## config.mk

```make
export PLATFORM = sky130hd
export DESIGN_NAME = pose_residual_ema_table_unit_flat
export DESIGN_NICKNAME = d
export VERILOG_FILES = /design/src/rtl/pre_tbl_pkg.sv /design/src/rtl/pre_in_if.sv /design/src/rtl/pre_out_if.sv /design/src/rtl/pose_residual_ema_table_unit.sv /design/src/flat_wrapper.sv
export VERILOG_INCLUDE_DIRS = /design/src /design/src/rtl
export SDC_FILE = /design/constraint.sdc
export NUM_CORES = 2
export LEC_CHECK = 0
export ABC_CLOCK_PERIOD_IN_PS = 14200
export BUFFER_PORTS_ARGS = -buffer_cell sky130_fd_sc_hd__buf_2
export CAP_MARGIN = 25
export CORE_MARGIN = 3
export CORE_UTILIZATION = 63
export DETAILED_ROUTE_END_ITERATION = 8
export GPL_ROUTABILITY_DRIVEN = 0
export PLACE_DENSITY = 0.8
export SYNTH_ARGS = -nofsm -noshare
export SYNTH_HDL_FRONTEND = slang
export SYNTH_SLANG_ARGS = --single-unit
```

## constraint.sdc

```tcl
create_clock -name clk -period 14.2 [get_ports clk]
set_input_delay 2.84 -clock clk [delete_from_list [all_inputs] [get_ports clk]]
set_output_delay 2.84 -clock clk [all_outputs]
set_load 0.03 [all_outputs]
```

## src/rtl/pose_residual_ema_table_unit_assert.svh

```systemverilog
// Assertion macros for the residual table block.
// CHK_SAME: antecedent implies consequent in the same cycle.
// CHK_NEXT: antecedent implies consequent in the next cycle.
`ifndef POSE_RESIDUAL_EMA_TABLE_UNIT_ASSERT_SVH
`define POSE_RESIDUAL_EMA_TABLE_UNIT_ASSERT_SVH

`ifndef SYNTHESIS

`define CHK_SAME(label, clk, rst_n, ante, cons) \
  label: assert property (@(posedge clk) disable iff (!rst_n) (ante) |-> (cons)) \
    else $error("check failed");

`define CHK_NEXT(label, clk, rst_n, ante, cons) \
  label: assert property (@(posedge clk) disable iff (!rst_n) (ante) |=> (cons)) \
    else $error("check failed");

`else

`define CHK_SAME(label, clk, rst_n, ante, cons)

`define CHK_NEXT(label, clk, rst_n, ante, cons)

`endif

`endif

```

## src/rtl/pre_tbl_pkg.sv

```systemverilog
package pre_tbl_pkg;

  // default geometry
  localparam int JOINT_COUNT_DEF     = 19;
  localparam int COMPONENT_COUNT_DEF = 6;
  localparam int VALUE_WIDTH_DEF     = 24;

  // fixed field widths
  localparam int JOINT_IDX_W = 5;
  localparam int COMP_IDX_W  = 3;
  localparam int GAIN_W      = 17;
  localparam int CONF_W      = 17;
  localparam int BOOST_W     = 15;
  localparam int COUNT_W     = 32;

  // fixed-point constants, 16 fraction bits (gain Q1.16)
  localparam logic [GAIN_W-1:0]  GAIN_RESET  = 17'd11796;  // 0.18
  localparam logic [GAIN_W-1:0]  GAIN_ONE    = 17'd65536;  // 1.0
  localparam logic [CONF_W:0]    CONF_ONE    = 18'd65536;  // 1.0
  localparam logic [BOOST_W-1:0] BOOST_LIMIT = 15'd16384;  // 0.25
  localparam logic [BOOST_W-1:0] BOOST_STEP  = 15'd1311;   // 0.02

  // item operation codes
  typedef enum logic {
    OP_OBSERVE = 1'b0,
    OP_APPLY   = 1'b1
  } op_t;

endpackage

```

## src/rtl/pre_in_if.sv

```systemverilog
interface pre_in_if #(
  parameter int VALUE_WIDTH = pre_tbl_pkg::VALUE_WIDTH_DEF
);
  import pre_tbl_pkg::*;

  logic                          valid;
  logic                          ready;
  logic                          operation;
  logic [JOINT_IDX_W-1:0]        joint_index;
  logic [COMP_IDX_W-1:0]         component_index;
  logic signed [VALUE_WIDTH-1:0] first_value;
  logic signed [VALUE_WIDTH-1:0] second_value;
  logic                          frame_end;
  logic [CONF_W-1:0]             confidence_in;

  modport source (
    output valid, operation, joint_index, component_index, first_value,
           second_value, frame_end, confidence_in,
    input  ready
  );

  modport sink (
    input  valid, operation, joint_index, component_index, first_value,
           second_value, frame_end, confidence_in,
    output ready
  );
endinterface

```

## src/rtl/pre_out_if.sv

```systemverilog
interface pre_out_if #(
  parameter int VALUE_WIDTH = pre_tbl_pkg::VALUE_WIDTH_DEF
);
  import pre_tbl_pkg::*;

  logic                          valid;
  logic                          ready;
  logic signed [VALUE_WIDTH-1:0] result_value;
  logic [CONF_W-1:0]             confidence_out;
  logic [COUNT_W-1:0]            observation_count;
  logic                          last_of_frame;

  modport source (
    output valid, result_value, confidence_out, observation_count, last_of_frame,
    input  ready
  );

  modport sink (
    input  valid, result_value, confidence_out, observation_count, last_of_frame,
    output ready
  );
endinterface

```

## src/rtl/pose_residual_ema_table_unit.sv

```systemverilog
// An accepted beat goes through the multiply and write-back states; write-back waits
//   while the output register holds an untaken result. The table is read at accept and
//   written at write-back; no new item is accepted until the last one is written back.
// A result held in the output register does not block the next accept.
// Reset (rst_n, synchronous, active low) clears the per-entry valid bits at once,
//   so the table reads as zero; boost, frame count and gain return to defaults.
module pose_residual_ema_table_unit #(
  parameter int JOINT_COUNT     = pre_tbl_pkg::JOINT_COUNT_DEF,
  parameter int COMPONENT_COUNT = pre_tbl_pkg::COMPONENT_COUNT_DEF,
  parameter int VALUE_WIDTH     = pre_tbl_pkg::VALUE_WIDTH_DEF
) (
  input  logic                           clk,
  input  logic                           rst_n,
  pre_in_if.sink                         in_chan,
  pre_out_if.source                      out_chan,
  input  logic                           cfg_wr_en,
  input  logic [pre_tbl_pkg::GAIN_W-1:0] cfg_wr_data
);
  import pre_tbl_pkg::*;

`include "pose_residual_ema_table_unit_assert.svh"

  localparam int TABLE_SIZE = JOINT_COUNT * COMPONENT_COUNT;
  localparam int IDX_W      = (TABLE_SIZE > 1) ? $clog2(TABLE_SIZE) : 1;
  localparam int DIFF_W     = VALUE_WIDTH + 2;
  localparam int PROD_W     = DIFF_W + GAIN_W + 1;
  localparam int DELTA_W    = PROD_W - 16;
  localparam int SUM_W      = VALUE_WIDTH + 4;

  typedef enum logic [2:0] {
    ST_IDLE = 3'b001,
    ST_MUL  = 3'b010,
    ST_WB   = 3'b100
  } state_t;

  // saturate a wide sum to the signed value range
  function automatic logic [VALUE_WIDTH-1:0] sat_value(input logic signed [SUM_W-1:0] v);
    logic [SUM_W-VALUE_WIDTH:0] upper;
    upper = v[SUM_W-1:VALUE_WIDTH-1];
    if (upper == '0 || upper == '1) begin
      return v[VALUE_WIDTH-1:0];
    end else if (v[SUM_W-1]) begin
      return {1'b1, {(VALUE_WIDTH-1){1'b0}}};
    end else begin
      return {1'b0, {(VALUE_WIDTH-1){1'b1}}};
    end
  endfunction

  state_t state_r, state_nxt;

  // item held while it is in flight
  logic                          op_r;
  logic                          fend_r;
  logic                          hit_r;
  logic [IDX_W-1:0]              idx_r;
  logic [CONF_W-1:0]             conf_r;
  logic signed [VALUE_WIDTH-1:0] first_r;
  logic signed [VALUE_WIDTH-1:0] second_r;

  // table memory and its valid bits
  logic [VALUE_WIDTH-1:0]        mem [TABLE_SIZE];
  logic [TABLE_SIZE-1:0]         vld_r;
  logic [VALUE_WIDTH-1:0]        rd_data_r;
  logic                          rd_vld_r;

  logic signed [PROD_W-1:0]      prod_r;
  logic [GAIN_W-1:0]             gain_r;
  logic [BOOST_W-1:0]            boost_r, boost_nxt;
  logic [COUNT_W-1:0]            frames_r, frames_nxt;

  // output register
  logic                          out_valid_r;
  logic [VALUE_WIDTH-1:0]        out_value_r;
  logic [CONF_W-1:0]             out_conf_r;
  logic [COUNT_W-1:0]            out_count_r;
  logic                          out_last_r;

  logic                          in_acc;
  logic                          hit_in;
  logic [31:0]                   idx_wide;
  logic [IDX_W-1:0]              idx_in;
  logic signed [VALUE_WIDTH-1:0] r_cur;
  logic [GAIN_W-1:0]             gain_eff;
  logic signed [DIFF_W-1:0]      d_val;
  logic signed [DELTA_W-1:0]     delta;
  logic signed [SUM_W-1:0]       obs_sum;
  logic signed [SUM_W-1:0]       app_sum;
  logic [VALUE_WIDTH-1:0]        result_nxt;
  logic [CONF_W:0]               conf_sum;
  logic [CONF_W-1:0]             conf_nxt;
  logic                          wb_go;
  logic                          mem_we;
  logic                          fend_obs;

  // input handshake and table index
  assign in_chan.ready = (state_r == ST_IDLE);
  assign in_acc        = in_chan.valid && in_chan.ready;

  always_comb begin
    hit_in   = (32'(in_chan.joint_index) < 32'(JOINT_COUNT)) &&
               (32'(in_chan.component_index) < 32'(COMPONENT_COUNT));
    idx_wide = 32'(in_chan.joint_index) * 32'(COMPONENT_COUNT) +
               32'(in_chan.component_index);
    idx_in   = hit_in ? idx_wide[IDX_W-1:0] : '0;
  end

  // stored residual, zero when never written or index out of range
  assign r_cur = (hit_r && rd_vld_r) ? $signed(rd_data_r) : '0;

  // multiply stage operands
  always_comb begin
    gain_eff = (gain_r > GAIN_ONE) ? GAIN_ONE : gain_r;
    d_val    = DIFF_W'(second_r) - DIFF_W'(first_r) - DIFF_W'(r_cur);
  end

  // write-back stage arithmetic
  always_comb begin
    delta   = $signed(prod_r[PROD_W-1:16]);
    obs_sum = SUM_W'(r_cur) + SUM_W'(delta);
    app_sum = SUM_W'(first_r) + SUM_W'(r_cur);
    if (op_r == OP_APPLY) begin
      result_nxt = sat_value(app_sum);
    end else if (hit_r) begin
      result_nxt = sat_value(obs_sum);
    end else begin
      result_nxt = '0;
    end
    conf_sum = 18'(conf_r) + 18'(boost_r);
    if (op_r == OP_APPLY && fend_r) begin
      conf_nxt = (conf_sum > CONF_ONE) ? GAIN_ONE : conf_sum[CONF_W-1:0];
    end else begin
      conf_nxt = '0;
    end
  end

  assign wb_go    = (state_r == ST_WB) && (!out_valid_r || out_chan.ready);
  assign mem_we   = wb_go && (op_r == OP_OBSERVE) && hit_r;
  assign fend_obs = wb_go && (op_r == OP_OBSERVE) && fend_r;

  // frame-end bookkeeping
  always_comb begin
    boost_nxt  = boost_r;
    frames_nxt = frames_r;
    if (fend_obs) begin
      if (boost_r < BOOST_LIMIT) begin
        boost_nxt = boost_r + BOOST_STEP;
      end
      frames_nxt = frames_r + 32'd1;
    end
  end

  // sequencer
  always_comb begin
    state_nxt = state_r;
    unique case (state_r)
      ST_IDLE: begin
        if (in_acc) state_nxt = ST_MUL;
      end
      ST_MUL: begin
        state_nxt = ST_WB;
      end
      ST_WB: begin
        if (wb_go) state_nxt = ST_IDLE;
      end
      default: begin
        state_nxt = ST_IDLE;
      end
    endcase
  end

  // table memory: read at accept, write at write-back
  always_ff @(posedge clk) begin
    if (mem_we) begin
      mem[idx_r] <= result_nxt;
    end
    if (in_acc) begin
      rd_data_r <= mem[idx_in];
    end
  end

  // item capture, product register and output register
  always_ff @(posedge clk) begin
    if (in_acc) begin
      op_r     <= in_chan.operation;
      fend_r   <= in_chan.frame_end;
      hit_r    <= hit_in;
      idx_r    <= idx_in;
      conf_r   <= in_chan.confidence_in;
      first_r  <= in_chan.first_value;
      second_r <= in_chan.second_value;
      rd_vld_r <= vld_r[idx_in];
    end
    if (state_r == ST_MUL) begin
      prod_r <= PROD_W'(d_val) * PROD_W'($signed({1'b0, gain_eff}));
    end
    if (wb_go) begin
      out_value_r <= result_nxt;
      out_conf_r  <= conf_nxt;
      out_count_r <= frames_nxt;
      out_last_r  <= fend_r;
    end
  end

  // control state
  always_ff @(posedge clk) begin
    if (!rst_n) begin
      state_r     <= ST_IDLE;
      vld_r       <= '0;
      gain_r      <= GAIN_RESET;
      boost_r     <= '0;
      frames_r    <= '0;
      out_valid_r <= 1'b0;
    end else begin
      state_r  <= state_nxt;
      boost_r  <= boost_nxt;
      frames_r <= frames_nxt;
      if (mem_we) begin
        vld_r[idx_r] <= 1'b1;
      end
      if (cfg_wr_en) begin
        gain_r <= cfg_wr_data;
      end
      if (wb_go) begin
        out_valid_r <= 1'b1;
      end else if (out_chan.ready) begin
        out_valid_r <= 1'b0;
      end
    end
  end

  assign out_chan.valid             = out_valid_r;
  assign out_chan.result_value      = out_value_r;
  assign out_chan.confidence_out    = out_conf_r;
  assign out_chan.observation_count = out_count_r;
  assign out_chan.last_of_frame     = out_last_r;

  // checks
  `CHK_SAME(a_state_onehot, clk, rst_n, 1'b1, $onehot(state_r))
  `CHK_NEXT(a_accept_to_mul, clk, rst_n, in_acc, state_r == ST_MUL)
  `CHK_SAME(a_write_in_wb, clk, rst_n, mem_we, state_r == ST_WB && op_r == OP_OBSERVE)
  `CHK_SAME(a_boost_bound, clk, rst_n, 1'b1, boost_r < BOOST_LIMIT + BOOST_STEP)
  `CHK_NEXT(a_result_held, clk, rst_n, out_valid_r && !out_chan.ready, out_valid_r)

endmodule

```

## src/flat_wrapper.sv

```systemverilog
// flat-port wrapper written by rule: the top's interface ports become plain ports
module pose_residual_ema_table_unit_flat import pre_tbl_pkg::*;
#(
  parameter int JOINT_COUNT     = pre_tbl_pkg::JOINT_COUNT_DEF,
  parameter int COMPONENT_COUNT = pre_tbl_pkg::COMPONENT_COUNT_DEF,
  parameter int VALUE_WIDTH     = pre_tbl_pkg::VALUE_WIDTH_DEF
)
  (clk, rst_n, cfg_wr_en, cfg_wr_data, in_chan_valid, in_chan_operation, in_chan_joint_index, in_chan_component_index, in_chan_first_value, in_chan_second_value, in_chan_frame_end, in_chan_confidence_in, in_chan_ready, out_chan_valid, out_chan_result_value, out_chan_confidence_out, out_chan_observation_count, out_chan_last_of_frame, out_chan_ready);
  pre_in_if #(.VALUE_WIDTH(VALUE_WIDTH)) in_chan_i ();
  pre_out_if #(.VALUE_WIDTH(VALUE_WIDTH)) out_chan_i ();
  input  logic clk;
  input  logic rst_n;
  input  logic cfg_wr_en;
  input  logic [pre_tbl_pkg::GAIN_W-1:0] cfg_wr_data;
  input wire logic [$bits(in_chan_i.valid)-1:0] in_chan_valid;
  input wire logic [$bits(in_chan_i.operation)-1:0] in_chan_operation;
  input wire logic [$bits(in_chan_i.joint_index)-1:0] in_chan_joint_index;
  input wire logic [$bits(in_chan_i.component_index)-1:0] in_chan_component_index;
  input wire logic [$bits(in_chan_i.first_value)-1:0] in_chan_first_value;
  input wire logic [$bits(in_chan_i.second_value)-1:0] in_chan_second_value;
  input wire logic [$bits(in_chan_i.frame_end)-1:0] in_chan_frame_end;
  input wire logic [$bits(in_chan_i.confidence_in)-1:0] in_chan_confidence_in;
  output wire logic [$bits(in_chan_i.ready)-1:0] in_chan_ready;
  output wire logic [$bits(out_chan_i.valid)-1:0] out_chan_valid;
  output wire logic [$bits(out_chan_i.result_value)-1:0] out_chan_result_value;
  output wire logic [$bits(out_chan_i.confidence_out)-1:0] out_chan_confidence_out;
  output wire logic [$bits(out_chan_i.observation_count)-1:0] out_chan_observation_count;
  output wire logic [$bits(out_chan_i.last_of_frame)-1:0] out_chan_last_of_frame;
  input wire logic [$bits(out_chan_i.ready)-1:0] out_chan_ready;
  assign in_chan_i.valid = in_chan_valid;
  assign in_chan_i.operation = in_chan_operation;
  assign in_chan_i.joint_index = in_chan_joint_index;
  assign in_chan_i.component_index = in_chan_component_index;
  assign in_chan_i.first_value = in_chan_first_value;
  assign in_chan_i.second_value = in_chan_second_value;
  assign in_chan_i.frame_end = in_chan_frame_end;
  assign in_chan_i.confidence_in = in_chan_confidence_in;
  assign in_chan_ready = in_chan_i.ready;
  assign out_chan_valid = out_chan_i.valid;
  assign out_chan_result_value = out_chan_i.result_value;
  assign out_chan_confidence_out = out_chan_i.confidence_out;
  assign out_chan_observation_count = out_chan_i.observation_count;
  assign out_chan_last_of_frame = out_chan_i.last_of_frame;
  assign out_chan_i.ready = out_chan_ready;
  pose_residual_ema_table_unit #(.JOINT_COUNT(JOINT_COUNT), .COMPONENT_COUNT(COMPONENT_COUNT), .VALUE_WIDTH(VALUE_WIDTH)) u_core (.clk(clk), .rst_n(rst_n), .in_chan(in_chan_i), .out_chan(out_chan_i), .cfg_wr_en(cfg_wr_en), .cfg_wr_data(cfg_wr_data));
endmodule
```

## After elaboration in Yosys (flattened, before gate mapping)

Memory sizes are Yosys's and may differ from the RTL's. A register that Yosys moved wholly into a read port is not among the register bits.
Cells that the tools add are included.

| storage, ports and cells | value |
|---|---|
| output and inout bits | 76 |
| input bits | 97 |
| memory bits (read-only) | 0 |
| bits in latches | 0 |
| bits in registers | 376 |
| bits in writable memories | 2736 |
| memories | 1 |
| word-level logic and storage cells | 90 |

| operators by class | value |
|---|---|
| multipliers | 2 |
| divide/modulo/power cells | 0 |
| bitwise gates (word level) | 3 |
| shift operators | 0 |
| $add $sub $neg | 8 |
| equality and inequality tests | 7 |
| reduce and logical (&&, ||, !) cells | 19 |
| $lt $le $gt $ge | 8 |
| mux-type cells | 22 |

Memories:

| memory | depth | bits a word | rd ports | clocked after memory_dff | wr ports | line | RTL |
|---|---|---|---|---|---|---|---|
| u_core.mem | 114 | 24 | 1 | 1 | 1 | pose_residual_ema_table_unit.sv:61 | `logic [VALUE_WIDTH-1:0] mem [TABLE_SIZE];` |

Operators with widths:

| kind | count |
|---|---|
| $mux W24 | 7 |
| $or A114 B114 Y114 | 1 |
| $mul A26 B18 Y44 | 1 |
| $mux W17 | 2 |
| $add A32 B1 Y32 const B | 1 |
| $mux W32 | 1 |
| $add A24 B28 Y28 | 1 |
| $sub A25 B24 Y26 | 1 |
| $add A24 B24 Y25 | 1 |
| $sub A24 B24 Y25 | 1 |
| $add A17 B15 Y18 | 1 |
| $gt A18 B17 Y1 const B | 1 |
| $gt A17 B17 Y1 const B | 1 |
| $lt A7 B8 Y1 const B | 2 |
| $add A15 B11 Y15 const B | 1 |
| $lt A15 B15 Y1 const B | 1 |
| $eq A5 B5 Y1 const B | 2 |
| $logic_not A5 Y1 | 2 |
| $logic_and A1 B1 Y1 | 9 |
| $pmux W3 S3 | 1 |
| $add A7 B3 Y7 | 1 |
| $bmux W1 S7 | 1 |
| $demux W1 S7 | 1 |
| $ge A7 B1 Y1 const B | 1 |
| other kinds (17) | 27 |

## Logic depth before layout (Yosys ltp)

| depth | value |
|---|---|
| depth after elaboration | 8 |
| gate-level depth with buffers | 39 |
| depth with buffers taken out | 36 |

## Worst setup path before layout

No wires, ideal clock.

| timing path | value |
|---|---|
| path kind | register to register |
| start point | reg u_core.hit_r |
| end point | mem u_core.mem[0][7] in the netlist's numbering, data pin |
| stages on the path, launching flop included | 16 |
| period minus slack after synthesis | 12.143 ns |
| required time | 12.565 ns |
| setup slack | 2.057 ns |
| path buffers | 3 |
| arrival time | 10.508 ns |
| library setup time | 1.635 ns |
| path through | edfxtp_1 -> and2_1 -> clkbuf_1 -> clkbuf_1 -> nand2_1 -> ha_1 -> clkbuf_1 -> a221oi_1 -> o211ai_1 -> a21o_1 -> or4_1 -> a31oi_1 -> nor2_1 -> a21boi_1 -> inv_1 -> o311ai_0 |

| between the ends | value |
|---|---|
| longest elaborated chain between the ends | 8 |
| elaborated cells on any way between the ends | 16 |
| classes of those cells | add/sub: 2; eq/ne: 2; mux: 7; reduce/logical: 5 |

RTL lines:

| what | line | RTL |
|---|---|---|
| from (decl) | pose_residual_ema_table_unit.sv:54 | `logic hit_r;` |
| from (signal assigned) | pose_residual_ema_table_unit.sv:186 | `hit_r <= hit_in;` |
| $logic_and A1 B1 Y1 | pose_residual_ema_table_unit.sv:108 | `assign r_cur = (hit_r && rd_vld_r) ? $signed(rd_data_r) : '0;` |
| $mux W24 | pose_residual_ema_table_unit.sv:108 |  |
| $add A24 B28 Y28 | pose_residual_ema_table_unit.sv:119 | `obs_sum = SUM_W'(r_cur) + SUM_W'(delta);` |
| $eq A5 B5 Y1 / $logic_not A5 Y1 (equally long branches) | pose_residual_ema_table_unit.sv:40 | `if (upper == '0 \|\| upper == '1) begin` |
| $logic_or A1 B1 Y1 | pose_residual_ema_table_unit.sv:40 |  |
| $mux W24 | pose_residual_ema_table_unit.sv:40 |  |
| $mux W24 | pose_residual_ema_table_unit.sv:123 | `end else if (hit_r) begin` |
| $mux W24 * | pose_residual_ema_table_unit.sv:121 | `if (op_r == OP_APPLY) begin` |
| net u_core.result_nxt[7] | pose_residual_ema_table_unit.sv:88 | `logic [VALUE_WIDTH-1:0] result_nxt;` |
| to (decl) | pose_residual_ema_table_unit.sv:61 |  |

Mark *: on every way through the listed nets, which the timed path passes. The rest lies on a longest branch.

## Worst setup path after layout

| timing path | value |
|---|---|
| start point | reg u_core.hit_r |
| end point | reg u_core.prod_r[43], data pin |

| between the ends | value |
|---|---|
| longest elaborated chain between the ends | 4 |

RTL lines:

| what | line | RTL |
|---|---|---|
| $logic_and A1 B1 Y1 | pose_residual_ema_table_unit.sv:108 |  |
| $mux W24 | pose_residual_ema_table_unit.sv:108 |  |
| $sub A25 B24 Y26 | pose_residual_ema_table_unit.sv:113 | `d_val = DIFF_W'(second_r) - DIFF_W'(first_r) - DIFF_W'(r_cur);` |
| $mul A26 B18 Y44 | pose_residual_ema_table_unit.sv:194 | `prod_r <= PROD_W'(d_val) * PROD_W'($signed({1'b0, gain_eff}));` |
| to (signal assigned) | pose_residual_ema_table_unit.sv:194 |  |
| to (decl) | pose_residual_ema_table_unit.sv:66 | `logic signed [PROD_W-1:0] prod_r;` |

Every way passes these cells.
A chain may end at the register's enable or synchronous reset.

==> results.py <==
metrics = {
    "outcome": {
        "status": "finished with violations",
        "violations": "design-rule violations",
    },
    "sta": {
        "relSlewSlack": 0.157,
        "timing.fmax_mhz": 86.2,
        "setup_viol": 0,
        "drv_slew": 0,
        "min_period_ps": 11600,
        "period_share": 0.817,
        "report.final.hold_viol_count": 0,
        "setup_tns_ps": 0,
        "clock_skew_ps": 67.1,
        "worst_slew_pin_slew_ps": 1250,
        "rsz0062_at_grt": "no",
    },
    "worst_setup_path": {
        "startpoint_type": "flip-flop",
        "end_kind": "flip-flop",
        "required_ps": 14880,
        "critical-path-max-stage-delay_ps": 960,
        "path_max_fanout": 24,
        "arrival_ps": 12280,
        "setup.worst_path.class": "flip-flop to flip-flop",
        "crit_slowest_cell": "o21ai_0",
    },
    "finish": {
        "final_nets": 11500,
        "fillers": 13800,
        "area_growth_pct": 10.9,
        "seqCellArea_mm2": 0.0919,
        "drive_gt1_frac": 0.107,
        "multi_input_comb_area_mm2": 0.0455,
    },
    "synth": {
        "synthTopCellsByArea": "edfxtp_1 (62%), fa_1 (6.5%), nand2_1 (4.5%)",
        "synthCells": 10500,
        "synth_nets": 11300,
        "ys.flop_type": "edfxtp_1",
        "synth_top_area_frac": 0.623,
        "ys_seq_elements": 3120,
        "syn_area_per_cell_um2": 13.4,
        "seq_area_frac_synth": 0.649,
        "synth-edff-count": 2938,
        "synth-warning-count": 0,
        "synth_top_area_cell": "edfxtp_1",
        "synth_cell_types": 99,
        "synthesis.area_mm2": 0.142,
        "postSynth.asyncResetShare": 0,
    },
    "detailed_routing": {
        "firstDrtPassIters": 9,
        "ant_nets": 0,
        "drc": 2,
        "vias_per_cell": 6.89,
        "vias": 96000,
        "drtIter0Drc": 15400,
        "drt-wirelength-per-cell_um": 29.8,
        "totalWireLength_mm": 416,
    },
    "cts": {
        "cts_root_buf": "clkbuf_16",
        "htree_levels": 5,
        "path_clk_slew_ps": 70,
        "postCtsHoldBufs": 0,
        "cts_buffers": 322,
        "clock_latency_ps": 980,
        "post_cts_resized": 0,
        "post_cts_buffers": 0,
        "cts_tree": "yes",
        "max-clock-path-buffers": 4,
        "clock-sinks": 3120,
    },
    "worst_hold_path": {
        "hp-class": "flip-flop to flip-flop",
    },
    "floorplan": {
        "coreArea_mm2": 0.223,
        "die-area_mm2": 0.231,
        "start_util": 0.635,
        "fp.dieH_um": 480,
        "rows": 173,
        "die_x_um": 480,
        "num_io_pins": 173,
    },
    "run": {
        "max_cap_violations": 0,
    },
    "grt": {
        "grt_pass1_vias": 95200,
        "grt_overflow": 0,
        "grt_util_all_layers": 0.356,
        "antenna_found_initial": 43,
        "grt_first_pass_wirelength_mm": 607,
        "grt_max_degree": 162,
    },
    "place": {
        "dpl.hpwl_mm": 246,
        "io_buffers": 172,
    },
}
stage by stage:
stage / setup slack [ps] / hold slack (ps) / cells / instance area, um2 / utilization
floorplan: 2060 / 435 / 10500 / 142000 / -
global placement: 3470 / 441 / 13300 / 146000 / 0.657
detailed placement: 3240 / 448 / 13300 / 147000 / 0.657
CTS: 3050 / 462 / 13900 / 157000 / 0.703
global route: 2350 / 478 / 13900 / 157000 / 0.704
finish: 2600 / 465 / 13900 / 157000 / 0.705
layout make-up:
| cell class | instances | area share |
|---|---|---|
| diodes | 20 | 0.000319 |
| multi-input cells | 6176 | 0.290 |
| well taps | 2975 | 0.0237 |
| clock buffers | 400 | 0.0548 |
| clock inverters | 167 | 0.0102 |
| repair buffers | 470 | 0.0218 |
| flip-flops and latches | 3120 | 0.585 |
| inverters | 604 | 0.0146 |
cell usage in the layout (no fill, tap or decap), drive strengths merged, types with 29 or more instances in the layout:
cell type / synthesis / routed
a211oi: 183 / 183
a21o: 53 / 53
a21oi: 279 / 279
a221oi: 42 / 42
a22o: 29 / 29
a22oi: 41 / 41
a311oi: 129 / 129
a31oi: 203 / 203
a32oi: 56 / 56
and2: 94 / 94
and3: 143 / 143
buf: 252 / 467
clkbuf: 391 / 403
clkinv: 3 / 123
dfxtp: 182 / 182
edfxtp: 2938 / 2938
fa: 458 / 458
ha: 229 / 229
inv: 601 / 608
mux2i: 345 / 345
mux4: 42 / 42
nand2: 1718 / 1718
nand3: 372 / 372
nand4: 45 / 45
nor2: 417 / 417
nor2b: 64 / 64
nor3: 75 / 75
o211ai: 60 / 60
o21a: 139 / 139
o21ai: 128 / 128
o221ai: 203 / 203
o22ai: 139 / 139
o32ai: 67 / 67
xnor2: 107 / 107
xor2: 59 / 59
final timing paths:
path | start | to | slack (ps) | depth (start not counted)
worst min-delay path | u_core.vld_r[18] | u_core.vld_r[18] | 470 | 1
worst min register to register | u_core.vld_r[18] | u_core.vld_r[18] | 470 | 1
worst max register to register | u_core.hit_r | u_core.prod_r[43] | 2600 | 35
worst max-delay path | u_core.hit_r | u_core.prod_r[43] | 2600 | 35
state kept, by name (all words and copies together), names as in the netlist:
| signal | cells |
|---|---|
| u_core.out_chan.observation_count | 32 |
| u_core.gain_r | 17 |
| u_core.out_chan.valid | 1 |
| u_core.rd_data_r | 24 |
| u_core.hit_r | 1 |
| u_core.rd_vld_r | 1 |
| u_core.first_r | 24 |
| u_core.prod_r | 28 |
| u_core.out_chan.confidence_out | 17 |
| u_core.out_chan.last_of_frame | 1 |
| u_core.conf_r | 17 |
| u_core.state_r | 3 |
| u_core.mem | 2736 |
| u_core.frames_r | 32 |
| u_core.vld_r | 114 |
| u_core.idx_r | 7 |
| u_core.out_chan.result_value | 24 |
| u_core.fend_r | 1 |
| u_core.op_r | 1 |
| u_core.second_r | 24 |
| u_core.boost_r | 15 |
worst max-delay path: cells and delay by family, from the launching register on:
kind | cells | cell delay (ps)
adders and majority gates | 9 | 4010
xor gates and xnor gates | 1 | 140
buffers and inverters | 7 | 640
and+or+nand+nor | 5 | 770
DFF | 1 | 410
AOI/OAI and AO/OA | 13 | 5370
logic make-up (layout without fill, tap and decap cells):
kind of cell | count (synthesis) | in the layout | synth area share
flops | 3120 | 3120 | 0.649
simple gates | 3017 | 3017 | 0.0924
compound gates | 1916 | 1916 | 0.0977
buf+inv | 1247 | 1641 | 0.0345
fa+ha+maj | 687 | 687 | 0.0850
mux | 389 | 389 | 0.0312
xor+xnor | 167 | 167 | 0.0105
other cells | 0 | 20 | 0
cells in the mapped netlist, drive strengths merged, types with 143 or more instances:
master and number:
buf 252, fa 458, nor2 417, mux2i 345
a21oi 279, nand2 1718, ha 229, a211oi 183
and3 143, nand3 372, edfxtp 2938, clkbuf 391
inv 601, o221ai 203, dfxtp 182, a31oi 203
per-layer routing:
metal  track usage  up-vias  part of all wire
li1              -    39400                 -
met1         0.453    46900              0.33
met2         0.538     7988              0.45
met3         0.112     1741              0.15
met4         0.217       30             0.072
met5             0        -           0.00054
Power is left out: the tool's default activity adds up to more than one toggle a clock period on the data nets, which glitch-free logic cannot reach.
